File: config.mk
export PLATFORM = sky130hd
export DESIGN_NAME = sorted_list_insert_delete_top
export DESIGN_NICKNAME = d
export VERILOG_FILES = /design/src/hw/rtl/sli_pkg.sv /design/src/hw/rtl/sli_cell.sv /design/src/hw/rtl/sorted_list_insert_delete_top.sv
export SDC_FILE = /design/constraint.sdc
export NUM_CORES = 1
export LEC_CHECK = 0
export ABC_CLOCK_PERIOD_IN_PS = 8750
export BUFFER_PORTS_ARGS = -buffer_cell sky130_fd_sc_hd__buf_2
export CAP_MARGIN = 20
export CORE_MARGIN = 3
export CORE_UTILIZATION = 45
export DETAILED_ROUTE_END_ITERATION = 10
export SLEW_MARGIN = 5
export SYNTH_ARGS = -nofsm -noshare
export SYNTH_HDL_FRONTEND = slang
export SYNTH_SLANG_ARGS = --single-unit
File: constraint.sdc
create_clock -name i_clk -period 8.75 [get_ports i_clk]
set_input_delay 0.875 -clock i_clk [delete_from_list [all_inputs] [get_ports i_clk]]
set_output_delay 0.875 -clock i_clk [all_outputs]
set_load 0.05 [all_outputs]
File: src/hw/rtl/sli_pkg.sv
// Package for the sorted list block: capacity, operation and status codes,
// beat types for both channels, and the link type between list cells.
// Depends on nothing; every other file refers to it by scoped names.
package sli_pkg;

    localparam int CAPACITY = 16;
    localparam int CNT_W    = $clog2(CAPACITY + 1);

    typedef enum logic {
        OP_INSERT = 1'b0,
        OP_DELETE = 1'b1
    } t_op;

    typedef enum logic [1:0] {
        ST_INSERTED  = 2'd0,
        ST_DELETED   = 2'd1,
        ST_NOT_FOUND = 2'd2,
        ST_FULL      = 2'd3
    } t_status;

    typedef struct packed {
        t_op               op;
        logic signed [7:0] value;
    } t_in_item;

    typedef struct packed {
        t_status           status;
        logic [4:0]        entry_count;
        logic              list_empty;
        logic signed [7:0] smallest_value;
    } t_out_item;

    typedef struct packed {
        logic              ins;
        logic              del;
        logic signed [7:0] value;
    } t_cmd;

    typedef struct packed {
        logic              valid;
        logic              ge;
        logic signed [7:0] value;
    } t_link;

endpackage

File: src/hw/rtl/sli_cell.sv
// One slot of the sorted list: holds a value and its valid bit, compares
// against the command value and shifts toward either neighbor.
// Depends on sli_pkg.
module sli_cell (
    input  logic          i_clk,
    input  logic          i_rst_n,
    input  sli_pkg::t_cmd  i_cmd,
    input  sli_pkg::t_link i_prev,
    input  sli_pkg::t_link i_next,
    output sli_pkg::t_link o_link,
    output logic          o_hit
);

    logic              r_valid;
    logic signed [7:0] r_value;
    logic              n_valid;
    logic signed [7:0] n_value;
    logic              ge;

    assign ge = !r_valid || (r_value >= i_cmd.value);

    assign o_link.valid = r_valid;
    assign o_link.ge    = ge;
    assign o_link.value = r_value;

    // The first valid slot whose value is at least the key is the only
    // candidate for a delete hit, since the list is sorted.
    assign o_hit = r_valid && (r_value == i_cmd.value) && !i_prev.ge;

    always_comb begin
        n_valid = r_valid;
        n_value = r_value;
        if (i_cmd.ins) begin
            n_valid = r_valid || i_prev.valid;
            if (i_prev.ge) begin
                n_value = i_prev.value;
            end else if (ge) begin
                n_value = i_cmd.value;
            end
        end else if (i_cmd.del && r_valid && ge) begin
            n_valid = i_next.valid;
            n_value = i_next.value;
        end
    end

    always_ff @(posedge i_clk) begin
        if (!i_rst_n) begin
            r_valid <= 1'b0;
        end else begin
            r_valid <= n_valid;
        end
    end

    always_ff @(posedge i_clk) begin
        r_value <= n_value;
    end

endmodule

File: src/hw/rtl/sorted_list_insert_delete_top.sv
// Top level of the sorted list: a row of sli_cell slots, the entry counter
// and the registered status of each operation. Depends on sli_pkg, sli_cell.
//
//   channel   handshake           payload
//   command   i_start / o_busy    i_item   (sli_pkg::t_in_item)
//   result    o_done              o_result (sli_pkg::t_out_item)
//
// Every slot compares and shifts in the same cycle, so o_busy stays low
// and a new command beat may come every cycle; its result beat appears
// on o_done in the cycle after the command is taken.
// Synchronous reset empties the list at once and drops any pending result.
// The receiver cannot stall; each result beat is shown for one cycle only.
module sorted_list_insert_delete_top (
    input  logic               i_clk,
    input  logic               i_rst_n,
    input  logic               i_start,
    input  sli_pkg::t_in_item  i_item,
    output logic               o_busy,
    output logic               o_done,
    output sli_pkg::t_out_item o_result
);

    localparam int N = sli_pkg::CAPACITY;

    sli_pkg::t_link               links [N];
    logic           [N-1:0]       hits;
    sli_pkg::t_cmd                cmd;
    sli_pkg::t_status             r_status;
    sli_pkg::t_status             n_status;
    logic                         r_done;
    logic [sli_pkg::CNT_W-1:0]    r_count;
    logic [sli_pkg::CNT_W-1:0]    n_count;
    logic                         accept;
    logic                         full;
    logic                         found;
    logic [31:0]                  count_ext;

    assign accept = i_start && !o_busy;
    assign full   = links[N-1].valid;
    assign found  = |hits;

    assign cmd.value = i_item.value;
    assign cmd.ins   = accept && (i_item.op == sli_pkg::OP_INSERT) && !full;
    assign cmd.del   = accept && (i_item.op == sli_pkg::OP_DELETE) && found;

    for (genvar g = 0; g < N; g++) begin : g_cell
        sli_pkg::t_link prev_link;
        sli_pkg::t_link next_link;
        if (g == 0) begin : g_head
            assign prev_link = '{valid: 1'b1, ge: 1'b0, value: 8'sd0};
        end else begin : g_mid
            assign prev_link = links[g-1];
        end
        if (g == N - 1) begin : g_tail
            assign next_link = '{valid: 1'b0, ge: 1'b1, value: 8'sd0};
        end else begin : g_body
            assign next_link = links[g+1];
        end
        sli_cell u_cell (
            .i_clk   (i_clk),
            .i_rst_n (i_rst_n),
            .i_cmd   (cmd),
            .i_prev  (prev_link),
            .i_next  (next_link),
            .o_link  (links[g]),
            .o_hit   (hits[g])
        );
    end

    always_comb begin
        n_count  = r_count;
        n_status = r_status;
        if (accept) begin
            case (i_item.op)
                sli_pkg::OP_INSERT: begin
                    if (full) begin
                        n_status = sli_pkg::ST_FULL;
                    end else begin
                        n_status = sli_pkg::ST_INSERTED;
                        n_count  = r_count + 1'b1;
                    end
                end
                sli_pkg::OP_DELETE: begin
                    if (found) begin
                        n_status = sli_pkg::ST_DELETED;
                        n_count  = r_count - 1'b1;
                    end else begin
                        n_status = sli_pkg::ST_NOT_FOUND;
                    end
                end
                default: begin
                    n_status = sli_pkg::ST_NOT_FOUND;
                end
            endcase
        end
    end

    always_ff @(posedge i_clk) begin
        if (!i_rst_n) begin
            r_count <= '0;
            r_done  <= 1'b0;
        end else begin
            r_count <= n_count;
            r_done  <= accept;
        end
    end

    always_ff @(posedge i_clk) begin
        r_status <= n_status;
    end

    assign count_ext = 32'(r_count);

    assign o_busy                  = 1'b0;
    assign o_done                  = r_done;
    assign o_result.status         = r_status;
    assign o_result.entry_count    = count_ext[4:0];
    assign o_result.list_empty     = !links[0].valid;
    assign o_result.smallest_value = links[0].valid ? links[0].value : 8'sd0;

endmodule

==> out/metrics.yaml <==
dieArea_um2: 26500
stdcell_count: 1561
skew_ns: 0.0138
die_y_um: 163
max_freq_ghz: 0.182
final-max-slew-violation-count: 0
num_rows: 56
wl_per_cell_um: 20.7
yosys.area_share.simple_pct: 16.6
synth_edf_count: 130
tritoncts: "built"
grt_pass1_wl_um: 50500
async_reset_ff_share_pct: 0
die_w_um: 163
worst_hold_path_type: "reg2reg"
hold_violations: 0
gr-usage-all-layers_pct: 24.7
h-tree-depth: 4
cts_setup_buffers: 0
endpoint_kind: "flop"
grt_start_max_net_pins: 102
drc_errors: 0
tightest_slew_ns: 0.965
yosys_warnings: 0
grt_overflow: 0
critPathArrivalTime_ns: 5.56
cts_buffer_depth: 2
powerDensity_nw_per_um2: 161
start_util_pct: 46.5
place.gp.congestion: 0.863
max-vdd-ir-drop_mv: 0.114
syn_nets: 1374
grt_pass1_vias: 8850
synth_xor_area_share_pct: 0.237
critPathLaunchType: "primary input"
cts-resized-gates: 0
port-buffer-count: 28
synth_ff_type: "edfxtp_1"
clk_latency_ns: 0.44
dp_slack_ns: 2.71
fillerInstances: 2296
dp_hpwl_um: 23500
drive_above_1_share_pct: 7.81
slew_headroom_pct: 34.0
setup_violations: 0
clkSinkCount: 152
cts.clk_slew.worst_paths_ns: 0.06
routed_via_density: 5.98
critical_path_required_ns: 8.82
antenna_found_initial: 0
outcome: "completed"
root_buffer: "clkbuf_16"
fin_nets: 1373
postLayoutSetupSlackWorst_ns: 3.26
timing.setup.tns_ns: 0
fp.coreArea_um2: 23800
multi_input_area_um2: 6270
ys_types: 66
ys_ff_latch: 152
dr.pass1.iters: 5
muxShareOfSynthArea_pct: 5.82
synth_compound_area_share_pct: 18.8
crit_fanout: 15
regArea_um2: 4340
synthCells: 1230
synth_area_per_cell_um2: 9.00
placedCellCount: 1526
critPathKind: "in2reg"
synth_top_family_by_area: "compound AO/OA/AOI/OAI gates"
antenna_left: 0
ctsHoldBuffers: 0
numCtsBuffers: 17
drt_iter0_drc: 849
synth.yosys.seq_area_share_pct: 39.2
synthToLayoutAreaGrowth_pct: 9.35
p_leak_uw: 0.00486
vias: 9334
synth_area_um2: 11100
synthAdderAreaFrac_pct: 15.0
rsz0062_at_grt: "false"
top_level_ports: 30
min_period_over_period_pct: 62.8
wl_um: 32400
n_antenna_cell: 0
fin_crit_ns: 5.49
cap_violations: 0
-- cell usage in the layout (no fill, tap or decap), drive strengths merged, types with 7 or more instances in the layout --
master,instances
and2,11
nor2,91
nand2b,9
inv,48
mux2i,61
dfxtp,22
a41oi,7
a21oi,115
nand3,18
and4,9
nor3,24
nor2b,14
edfxtp,130
ha,131
and3,11
o31ai,8
a211oi,10
clkinv,14
a21o,9
a31oi,16
nand2,167
clkbuf,18
nand4,18
buf,53
o21ai,150
-- layout make-up --
class / count / area share [%]
multi-input cells: 953 / 51.8
flip-flops and latches: 152 / 35.9
clock buffers: 18 / 3.54
well taps: 319 / 3.30
repair buffers: 53 / 2.60
inverters: 52 / 1.61
clock inverters: 14 / 1.24
-- kinds of logic (layout without fill, tap and decap cells) --
kind of cell | Yosys count | after routing
compound gates | 358 | 358
xor+xnor | 3 | 3
fa+ha+maj | 132 | 132
buf+inv | 125 | 137
flops | 152 | 152
mux | 64 | 64
other cells | 1 | 1
simple gates | 395 | 395
-- routing by layer --
layer,global-route usage [%],share of wire [%],vias up
li1,-,-,4554
met1,36.2,48,4431
met2,38.5,45,318
met3,3.87,6.1,31
met4,5.77,1.3,0
met5,0,0,-
-- cell usage after synthesis (14+ instances only) --
cell type / instances / area (um2)
nand2_1: 167 / 627
ha_1: 131 / 1640
edfxtp_1: 130 / 3900
o21ai_0: 124 / 621
a21oi_1: 113 / 566
nor2_1: 91 / 342
clkbuf_1: 65 / 244
mux2i_1: 61 / 611
inv_1: 46 / 173
o21ai_1: 25 / 125
nor3_1: 24 / 120
dfxtp_1: 22 / 440
nand3_1: 18 / 90.1
nand4_1: 18 / 113
a31oi_1: 16 / 100
nor2b_1: 14 / 87.6
-- path summary, 6_finish.rpt --
check,to,slack [ns],startpoint,cells after the start
setup reg to reg,g_cell[5].u_cell.r_value[3],4.15,g_cell[9].u_cell.r_value[7],10
hold / removal,g_cell[6].u_cell.r_valid,0.50,g_cell[6].u_cell.r_valid,1
setup / recovery,g_cell[5].u_cell.r_value[3],3.26,i_item[5],11
hold reg to reg,g_cell[6].u_cell.r_valid,0.50,g_cell[6].u_cell.r_valid,1
-- report_power, final --
| part | switching, uW | internal (uW) | leakage [uW] |
|---|---|---|---|
| Sequential | 36.8 | 833 | 0.00141 |
| Combinational | 219 | 113 | 0.00317 |
| Clock | 320 | 422 | 0.000278 |
| Total | 576 | 1370 | 0.00486 |
-- through the flow --
step / cell area, um2 / total power, uW / hold WS (ns) / utilization [%]
3_3_place_gp: 11500 / 1210 / 0.487 / 48.3
3_5_place_dp: 11500 / 1210 / 0.494 / 48.3
2_1_floorplan: 11100 / 1110 / 0.465 / -
6_report: 12100 / 1940 / 0.501 / 50.8
4_1_cts: 12100 / 1950 / 0.502 / 50.8
5_1_grt: 12100 / 2030 / 0.538 / 50.8
-- critical path, cell delays in order --
cell,delay [ns]
buf_2,0.27
clkinv_1,0.47
buf_4,0.41
ha_1,0.35
a21oi_1,0.06
or3b_1,0.39
nand4_1,0.51
o32ai_1,0.28
or4b_1,0.63
o21ai_2,0.79
o22ai_1,0.48
-- registers in the layout (all words and copies together), names as in the netlist --
signal	cells
g_cell.u_cell.r_valid	16
g_cell.u_cell.r_value	128
r_status	2
r_count	5
o_done	1
Note: power is estimated with default switching activity, not from simulation.
